## src/sv/ptd_pkg.sv

```systemverilog
// Package for the periodic task dispatcher: sizes, op codes, states, item types.
// No dependencies.
package ptd_pkg;

    localparam int TASK_SLOTS = 8;
    localparam int SLOT_W     = (TASK_SLOTS > 1) ? $clog2(TASK_SLOTS) : 1;
    localparam int CNT_W      = $clog2(TASK_SLOTS + 1);

    localparam logic [15:0] IDLE_NONE = 16'hFFFF;

    localparam logic [1:0] OP_REGISTER   = 2'd0;
    localparam logic [1:0] OP_SET_PERIOD = 2'd1;
    localparam logic [1:0] OP_DISPATCH   = 2'd2;

    typedef enum logic {
        ST_IDLE,
        ST_SCAN
    } ptd_state_t;

    typedef struct packed {
        logic [1:0]         op;
        logic signed [15:0] start_delay;
        logic signed [15:0] new_period;
        logic [2:0]         slot_select;
        logic               run_flag;
        logic [15:0]        now;
    } ptd_cmd_t;

    typedef struct packed {
        logic        fired;
        logic [2:0]  fired_slot;
        logic        fired_flag;
        logic [15:0] idle_ticks;
        logic        accepted;
        logic [2:0]  assigned_slot;
    } ptd_result_t;

endpackage

```

## src/sv/periodic_task_dispatcher.sv

```systemverilog
// Periodic task dispatcher top level: task table and dispatch sequencer.
// Depends on ptd_pkg.
//
// Usage:
//   Command channel: drive cmd and raise start; the item is taken at the
//   rising edge where start is high and busy is low.
//   Result channel: each item yields exactly one result, shown on result for
//   one cycle with done high. The receiver cannot stall; take it or lose it.
//
//   Register (op 0) and set-period (op 1) finish in the accepting edge: done
//   rises in the next cycle and busy stays low, so a new item may follow
//   immediately. An unknown op behaves the same and returns an all-zero result.
//   Dispatch (op 2) walks the table one slot per cycle through a single
//   subtract/add/compare unit: busy is high while the walk runs, and done
//   and the result are registered as the last slot is scanned. No new item
//   is taken until the slot walk is over.
//
//   Reset (rst_n low, asynchronous) clears the table, the free-slot count,
//   the last dispatch time and the sequencer; no clearing pass is needed.
module periodic_task_dispatcher (
    input  logic                 clk,
    input  logic                 rst_n,
    input  logic                 start,
    input  ptd_pkg::ptd_cmd_t    cmd,
    output logic                 busy,
    output logic                 done,
    output ptd_pkg::ptd_result_t result
);

    localparam int N = ptd_pkg::TASK_SLOTS;
    localparam int SW = ptd_pkg::SLOT_W;
    localparam int CW = ptd_pkg::CNT_W;

    // Task table
    logic [15:0] countdown_reg    [N];
    logic [15:0] countdown_next   [N];
    logic [15:0] period_reg       [N];
    logic [15:0] period_next      [N];
    logic [N-1:0] running_reg, running_next;
    logic [N-1:0] flag_reg, flag_next;
    logic [CW-1:0] free_reg, free_next;
    logic [15:0] last_time_reg, last_time_next;

    // Sequencer and scan accumulators
    ptd_pkg::ptd_state_t state_reg, state_next;
    logic [SW-1:0] idx_reg, idx_next;
    logic [15:0]   elapsed_reg, elapsed_next;
    logic          hit_reg, hit_next;
    logic [SW-1:0] hit_slot_reg, hit_slot_next;
    logic          hit_flag_reg, hit_flag_next;
    logic [15:0]   best_reg, best_next;

    // Result register
    ptd_pkg::ptd_result_t result_reg, result_next;
    logic                 done_reg, done_next;

    logic take;
    logic scan_en;
    logic last_slot;
    logic [15:0] diff;
    logic expired;
    logic [SW-1:0] sel_idx;
    logic sel_ok;

    assign take      = start && !busy;
    assign last_slot = (idx_reg == SW'(N - 1));

    // Shared unit: one slot's countdown against the elapsed ticks
    assign diff    = countdown_reg[idx_reg] - elapsed_reg;
    assign expired = (diff == 16'd0) || diff[15];

    assign sel_idx = SW'(cmd.slot_select);
    assign sel_ok  = (32'(cmd.slot_select) < N) && running_reg[sel_idx];

    // Next state
    always_comb
    begin
        state_next = state_reg;
        unique case (state_reg)
            ptd_pkg::ST_IDLE:
            begin
                if (take && cmd.op == ptd_pkg::OP_DISPATCH)
                begin
                    state_next = ptd_pkg::ST_SCAN;
                end
            end
            ptd_pkg::ST_SCAN:
            begin
                if (last_slot)
                begin
                    state_next = ptd_pkg::ST_IDLE;
                end
            end
            default:
            begin
                state_next = ptd_pkg::ST_IDLE;
            end
        endcase
    end

    // State outputs
    always_comb
    begin
        busy    = 1'b0;
        scan_en = 1'b0;
        unique case (state_reg)
            ptd_pkg::ST_IDLE:
            begin
                busy    = 1'b0;
                scan_en = 1'b0;
            end
            ptd_pkg::ST_SCAN:
            begin
                busy    = 1'b1;
                scan_en = 1'b1;
            end
            default:
            begin
                busy    = 1'b0;
                scan_en = 1'b0;
            end
        endcase
    end

    // Datapath
    always_comb
    begin
        countdown_next = countdown_reg;
        period_next    = period_reg;
        running_next   = running_reg;
        flag_next      = flag_reg;
        free_next      = free_reg;
        last_time_next = last_time_reg;
        idx_next       = idx_reg;
        elapsed_next   = elapsed_reg;
        hit_next       = hit_reg;
        hit_slot_next  = hit_slot_reg;
        hit_flag_next  = hit_flag_reg;
        best_next      = best_reg;
        result_next    = result_reg;
        done_next      = 1'b0;

        if (take)
        begin
            case (cmd.op)
                ptd_pkg::OP_REGISTER:
                begin
                    result_next = '0;
                    done_next   = 1'b1;
                    if (32'(free_reg) < N)
                    begin
                        countdown_next[free_reg[SW-1:0]] = cmd.start_delay;
                        period_next[free_reg[SW-1:0]]    = cmd.new_period;
                        running_next[free_reg[SW-1:0]]   = 1'b1;
                        flag_next[free_reg[SW-1:0]]      = cmd.run_flag;
                        free_next                        = free_reg + CW'(1);
                        result_next.accepted             = 1'b1;
                        result_next.assigned_slot        = 3'(free_reg);
                    end
                end
                ptd_pkg::OP_SET_PERIOD:
                begin
                    result_next = '0;
                    done_next   = 1'b1;
                    if (sel_ok)
                    begin
                        period_next[sel_idx] = cmd.new_period;
                        result_next.accepted = 1'b1;
                    end
                end
                ptd_pkg::OP_DISPATCH:
                begin
                    // Latch elapsed time and clear the scan accumulators
                    elapsed_next   = cmd.now - last_time_reg;
                    last_time_next = cmd.now;
                    idx_next       = '0;
                    hit_next       = 1'b0;
                    hit_slot_next  = '0;
                    hit_flag_next  = 1'b0;
                    best_next      = ptd_pkg::IDLE_NONE;
                end
                default:
                begin
                    result_next = '0;
                    done_next   = 1'b1;
                end
            endcase
        end

        if (scan_en)
        begin
            if (running_reg[idx_reg])
            begin
                countdown_next[idx_reg] = diff;
                if (expired)
                begin
                    // First expired slot fires and reloads by its period
                    if (!hit_reg)
                    begin
                        hit_next                = 1'b1;
                        hit_slot_next           = idx_reg;
                        hit_flag_next           = flag_reg[idx_reg];
                        countdown_next[idx_reg] = diff + period_reg[idx_reg];
                    end
                    best_next = 16'd0;
                end
                else if (diff < best_reg)
                begin
                    best_next = diff;
                end
            end
            idx_next = idx_reg + SW'(1);
            if (last_slot)
            begin
                idx_next                  = '0;
                done_next                 = 1'b1;
                result_next               = '0;
                result_next.fired         = hit_next;
                result_next.fired_slot    = 3'(hit_slot_next);
                result_next.fired_flag    = hit_flag_next;
                result_next.idle_ticks    = best_next;
            end
        end
    end

    // Control state
    always_ff @(posedge clk or negedge rst_n)
    begin
        if (!rst_n)
        begin
            state_reg     <= ptd_pkg::ST_IDLE;
            idx_reg       <= '0;
            done_reg      <= 1'b0;
            running_reg   <= '0;
            flag_reg      <= '0;
            free_reg      <= '0;
            last_time_reg <= '0;
            hit_reg       <= 1'b0;
            for (int i = 0; i < N; i++)
            begin
                countdown_reg[i] <= '0;
                period_reg[i]    <= '0;
            end
        end
        else
        begin
            state_reg      <= state_next;
            idx_reg        <= idx_next;
            done_reg       <= done_next;
            running_reg    <= running_next;
            flag_reg       <= flag_next;
            free_reg       <= free_next;
            last_time_reg  <= last_time_next;
            hit_reg        <= hit_next;
            countdown_reg  <= countdown_next;
            period_reg     <= period_next;
        end
    end

    // Payload registers
    always_ff @(posedge clk)
    begin
        elapsed_reg  <= elapsed_next;
        hit_slot_reg <= hit_slot_next;
        hit_flag_reg <= hit_flag_next;
        best_reg     <= best_next;
        result_reg   <= result_next;
    end

    assign done   = done_reg;
    assign result = result_reg;

endmodule

```

## config.mk

```make
export PLATFORM = sky130hd
export DESIGN_NAME = periodic_task_dispatcher
export DESIGN_NICKNAME = d
export VERILOG_FILES = /design/src/sv/ptd_pkg.sv /design/src/sv/periodic_task_dispatcher.sv
export SDC_FILE = /design/constraint.sdc
export NUM_CORES = 1
export LEC_CHECK = 0
export ABC_AREA = 1
export BUFFER_PORTS_ARGS = -buffer_cell sky130_fd_sc_hd__buf_4
export CORE_ASPECT_RATIO = 0.75
export CORE_MARGIN = 2
export CORE_UTILIZATION = 35
export CTS_BUF_LIST = sky130_fd_sc_hd__clkbuf_4 sky130_fd_sc_hd__clkbuf_8
export DETAILED_ROUTE_END_ITERATION = 7
export GPL_ROUTABILITY_DRIVEN = 1
export MAX_ROUTING_LAYER = met4
export PLACE_DENSITY = 0.51
export REMOVE_ABC_BUFFERS = 1
export SYNTH_ARGS = -nofsm -noshare
export SYNTH_HDL_FRONTEND = slang
export SYNTH_SLANG_ARGS = --single-unit
```

## constraint.sdc

```tcl
create_clock -name clk -period 6.3 [get_ports clk]
set_clock_uncertainty 0.1 [all_clocks]
set_input_delay 1.575 -clock clk [delete_from_list [all_inputs] [get_ports clk]]
set_output_delay 1.575 -clock clk [all_outputs]
set_load 0.05 [all_outputs]
```

==> impl_metrics.env, run 1 <==
export IMPL_grt_ovfl_total=0
export IMPL_relSlewSlack_pct=15.6
export IMPL_outcome="complete, no violations"
export IMPL_rsz0062_at_grt="no"
export IMPL_clock_root_buffer="clkbuf_8"
export IMPL_via_per_inst=5.39
export IMPL_yosys_warnings=0
export IMPL_worst_hold_path_type="flip-flop to flip-flop"
export IMPL_final_setup_viol_count=0
export IMPL_cp_buffers_inverters=7
export IMPL_path_max_fanout=24
export IMPL_hp_start="hit_slot_reg[1]$_DFF_P_"
export IMPL_initial_core_util_pct=35.3
export IMPL_clock_sinks=359
export IMPL_final_common_cell="nand2_1"
export IMPL_avgSynthCellArea_um2=7.33
export IMPL_maxCapViolCount=0
export IMPL_setup_slack_ns=0.374
export IMPL_grt_pass1_vias=19800
export IMPL_grt_max_degree=106
export IMPL_most_common_layout_cells="nand2_1, inv_1, o21ai_0"
export IMPL_antenna_found_initial=2
export IMPL_period_needed_ns=5.93
export IMPL_crit_required_ns=6.77
export IMPL_fin_crit_sh_pct=94.1
export IMPL_cpLargestDelayFamily="simple AND/OR/NAND/NOR gates"
export IMPL_rrSetupSlack_ns=0.37
export IMPL_place_gp_congestion=1.02
export IMPL_dieWidth_um=292
export IMPL_syn_inst=2976
export IMPL_dpl_instance_area_um2=23300
export IMPL_boundaryPins=84
export IMPL_ys_types=63
export IMPL_cpMaxStageDelayCell="o21ai_1"
export IMPL_grt_pass1_wl_um=127000
export IMPL_met1_usage_pct=39.6
export IMPL_cts_made_buffers=67
export IMPL_nNetsFinal=3180
export IMPL_cts_tree="yes"
export IMPL_drc=0
export IMPL_critPathArrivalTime_ns=6.40
export IMPL_reg2reg_from="idx_reg[0]$_DFFE_PN0P_"
export IMPL_cpMostUsedCell="nand2_1"
export IMPL_max_freq_mhz=169
export IMPL_drtIter0Drc=2440
export IMPL_dp_worst_setup_slack_ns=-0.00504
export IMPL_final_core_util_pct=40.0
export IMPL_fp_coreArea_um2=61900
export IMPL_synth_seq_area_share_pct=40.5
export IMPL_drive_above_1_share_pct=11.9
export IMPL_critPathKind="flip-flop to flip-flop"
export IMPL_synthToLayoutAreaGrowth_pct=13.3
export IMPL_detail_route_antenna_nets=0
export IMPL_synth_seq_cells=359
export IMPL_use_met2_pct=37.3
export IMPL_dr_total_vias=21100
export IMPL_routed_wl_um=84400
export IMPL_drtPass1Iterations=6
export IMPL_rows=79
export IMPL_design_area_um2=24700
export IMPL_clk_latency_ns=0.67
export IMPL_routedWlPerCell_um=21.6
export IMPL_top_usage_layer="met1"
export IMPL_worst_pin_slew_ns=1.27
export IMPL_crit_path_start_kind="flip-flop"
export IMPL_finalHoldViolCount=0
export IMPL_synth_ff_type="dfrtp_1"
export IMPL_grt_usage_pct=27.1
export IMPL_ctsLongestPathBuffers=3
export IMPL_async_flop_share_pct=83.0
export IMPL_dieArea_um2=64400
export IMPL_cts_max_level=3
export IMPL_portBuffers=83
export IMPL_crit_path_start="idx_reg[0]$_DFFE_PN0P_"
export IMPL_slowest_delay_ns=0.53
export IMPL_synth_edf_count=16
export IMPL_hpwl_um=59500
export IMPL_critPathCaptureType="flip-flop"
export IMPL_grt_use_met3_pct=5.90
export IMPL_drv_slew=0
export IMPL_clk_pin_slew_ns=0.06
export IMPL_die_h_um=220
export IMPL_syn_cell_area_um2=21800
export IMPL_post_cts_buffers=0
worst min-delay path, stage by stage, from the launching register on:
cell     delay (ns)
dfxtp_1        0.31
nand2_1        0.06
nand2_1        0.05
cell families after synthesis:
logic type	count (synthesis)	share of synthesized area [%]
buffers and inverters	528	10.2
XOR/XNOR	29	1.20
AND/OR/NAND/NOR	1292	24.7
adder cells (fa/ha/maj)	64	3.77
AO/OA/AOI/OAI	659	17.6
multiplexers	45	2.06
flip-flops	359	40.5
stage by stage:
| stage | cells | setup TNS, ns | hold WS [ns] |
|---|---|---|---|
| after global placement | 3800 | -0.534 | 0.337 |
| final | 3913 | 0 | 0.354 |
| after global routing | 3912 | 0 | 0.368 |
| after floorplan | 2830 | 0 | 0.323 |
| after CTS | 3912 | 0 | 0.354 |
| after detailed placement | 3800 | -0.00504 | 0.340 |
final cells by class:
cell class	instances	area, um2
well taps	810	1010
repair buffers	160	1230
fillers	6446	37100
clock buffers	99	1260
multi-input cells	2089	10800
clock inverters	13	120
flip-flops and latches	359	8840
diodes	1	2.50
inverters	382	1450
timing repair:
item                       in CTS  in global routing
resized for setup               1                  6
setup endpoints to repair       5                 33
hold buffers                    0                  0
cell usage after synthesis, types with 7 or more instances:
library cell	count	area share, %
ha_1	61	3.5
nand3b_1	10	0.34
nand3_1	131	3.0
xnor2_1	9	0.36
buf_4	8	0.28
nand2_1	901	15
o31ai_1	7	0.24
or2_2	26	0.75
a221oi_1	20	0.80
dfxtp_1	45	4.1
nor2_2	12	0.34
or4_1	7	0.24
inv_2	8	0.14
o21ai_1	34	0.78
buf_1	9	0.15
buf_6	17	0.88
xor2_1	19	0.76
o2111ai_1	11	0.44
o21ai_0	320	7.3
nor2_1	140	2.4
nor3_1	13	0.30
a21oi_1	88	2.0
clkbuf_1	82	1.4
inv_1	367	6.3
a22oi_1	18	0.62
edfxtp_1	16	2.2
o211ai_1	67	2.3
mux2i_1	45	2.1
nand4_1	13	0.37
o22ai_1	60	1.7
nand2_2	20	0.57
buf_2	27	0.62
dfrtp_1	298	34
path summary, 6_finish.rpt:
check                                                to  cells after the start
setup / recovery           countdown_reg[121]$_DFF_PN0_                     28
hold / removal                  hit_slot_reg[1]$_DFF_P_                      2
setup reg to reg           countdown_reg[121]$_DFF_PN0_                     28
hold reg to reg                 hit_slot_reg[1]$_DFF_P_                      2
max in group asynchronous    period_reg[54]$_DFFE_PN0P_                      2
min in group asynchronous    period_reg[85]$_DFFE_PN0P_                      1
metal layers:
metal | part of all wire (%) | wire length, um
met1 | 48 | 40600
met3 | 9.3 | 7810
met2 | 40 | 33900
met4 | 2.4 | 2070
met5 | 0 | 0
Power of run 1 is not shown: default switching activity piles up to over one toggle a cycle in this logic, so the estimate is an artifact.
==> inputs of run 2 (changes only) <==
- RECOVER_POWER: default -> 100
==> impl_metrics.env, run 2 (synthesis results as in run 1) <==
export IMPL_detail_route_antenna_nets=0
export IMPL_boundaryPins=84
export IMPL_max_freq_mhz=167
export IMPL_routed_wl_um=84300
export IMPL_via_per_inst=5.40
export IMPL_final_common_cell="nand2_1"
export IMPL_postCtsHoldBufs=0
export IMPL_synthToLayoutAreaGrowth_pct=12.2
export IMPL_relSlewSlack_pct=-131
export IMPL_dieArea_um2=64400
export IMPL_critPathCaptureType="flip-flop"
export IMPL_antenna_found_initial=2
export IMPL_grt_usage_pct=27.1
export IMPL_finalHoldViolCount=0
export IMPL_worst_pin_slew_ns=3.47
export IMPL_drtIter0Drc=2280
export IMPL_place_gp_congestion=1.02
export IMPL_fin_crit_sh_pct=95.1
export IMPL_register_area_um2=8840
export IMPL_outcome="finished, violations left"
export IMPL_rsz0062_at_grt="no"
export IMPL_nNetsFinal=3180
export IMPL_grt_pass1_wl_um=127000
export IMPL_worst_hold_path_type="flip-flop to flip-flop"
export IMPL_maxCapViolCount=16
export IMPL_design_area_um2=24500
export IMPL_n_antenna_cell=0
export IMPL_path_max_fanout=43
export IMPL_routedWlPerCell_um=21.6
export IMPL_fill_cells=6502
export IMPL_drv_slew=663
export IMPL_clk_latency_ns=0.67
export IMPL_grt_pass1_vias=19800
export IMPL_clk_pin_slew_ns=0.07
export IMPL_most_common_layout_cells="nand2_1, inv_1, o21ai_0"
export IMPL_violations="max-capacitance violations, max-slew violations"
export IMPL_rows=79
export IMPL_multi_input_area_um2=10800
export IMPL_dpl_instance_area_um2=23300
export IMPL_cts_made_buffers=67
export IMPL_drtPass1Iterations=6
export IMPL_final_setup_viol_count=0
export IMPL_dr_total_vias=21100
export IMPL_hpwl_um=59500
export IMPL_clock_sinks=359
export IMPL_fp_coreArea_um2=61900
export IMPL_crit_required_ns=6.72
export IMPL_portBuffers=83
export IMPL_grt_max_degree=106
export IMPL_dieWidth_um=292
export IMPL_grt_ovfl_total=0
export IMPL_period_needed_ns=5.99
export IMPL_critPathKind="flip-flop to flip-flop"
export IMPL_clock_root_buffer="clkbuf_8"
export IMPL_critPathArrivalTime_ns=6.41
export IMPL_crit_path_start_kind="flip-flop"
export IMPL_die_h_um=220
export IMPL_cts_max_level=3
export IMPL_drive_above_1_share_pct=9.90
export IMPL_cts_tree="yes"
export IMPL_ctsLongestPathBuffers=3
export IMPL_initial_core_util_pct=35.3
export IMPL_drc=0
run 2: worst paths after layout:
kind,start,to,slack [ns],cells past startpoint
min in group asynchronous,rst_n,period_reg[85]$_DFFE_PN0P_,0.82,1
setup reg to reg,idx_reg[2]$_DFFE_PN0P_,countdown_reg[97]$_DFF_PN0_,0.31,14
hold reg to reg,result[9]$_DFF_P_,result[9]$_DFF_P_,0.35,2
max in group asynchronous,rst_n,countdown_reg[114]$_DFF_PN0_,1.54,2
setup / recovery,idx_reg[2]$_DFFE_PN0P_,countdown_reg[97]$_DFF_PN0_,0.31,14
hold / removal,result[9]$_DFF_P_,result[9]$_DFF_P_,0.35,2
run 2: critical path, stage by stage (launching register included):
cell	delay, ns
dfrtp_2	0.53
inv_2	0.17
nand3_1	0.32
clkbuf_1	0.17
clkbuf_4	0.37
buf_4	0.27
o22ai_1	0.09
a221oi_1	0.27
nand2_1	0.48
inv_2	0.53
nand2_4	0.43
nor2_1	1.11
inv_1	0.57
o211ai_1	0.25
o21ai_1	0.11
run 2: what timing repair did:
action	CTS	global route
pin swaps	0	0
gates cloned	0	0
gates resized for setup	1	6
endpoints found under the setup margin	5	33
endpoints found under the hold margin	0	0
buffers inserted	0	0
run 2: metrics by stage:
step / hold slack [ns] / worst slack (ns) / std cells / utilization (%) / TNS, ns
3_3_place_gp: 0.337 / -0.0820 / 3800 / 37.7 / -0.534
3_5_place_dp: 0.340 / -0.00504 / 3800 / 37.7 / -0.00504
2_1_floorplan: 0.323 / 0.545 / 2830 / - / 0
5_1_grt: 0.368 / 0.0383 / 3912 / 39.6 / 0
4_1_cts: 0.354 / 0.0994 / 3912 / 39.9 / 0
6_report: 0.352 / 0.308 / 3912 / 39.6 / 0
run 2: layout make-up:
| class | instances | area share (%) |
|---|---|---|
| Multi-Input combinational cell | 2089 | 44.0 |
| Clock buffer | 99 | 5.15 |
| Inverter | 382 | 5.90 |
| Clock inverter | 13 | 0.490 |
| Timing Repair Buffer | 160 | 4.22 |
| Sequential cell | 359 | 36.1 |
| Tap cell | 810 | 4.14 |
run 2: routing by layer:
metal | GRT usage (%) | part of all wire, %
met5 | - | 0
met4 | 7.68 | 2.6
met3 | 5.90 | 8.9
met2 | 37.3 | 40
met1 | 39.6 | 48
Power of run 2 is left out for the same reason.
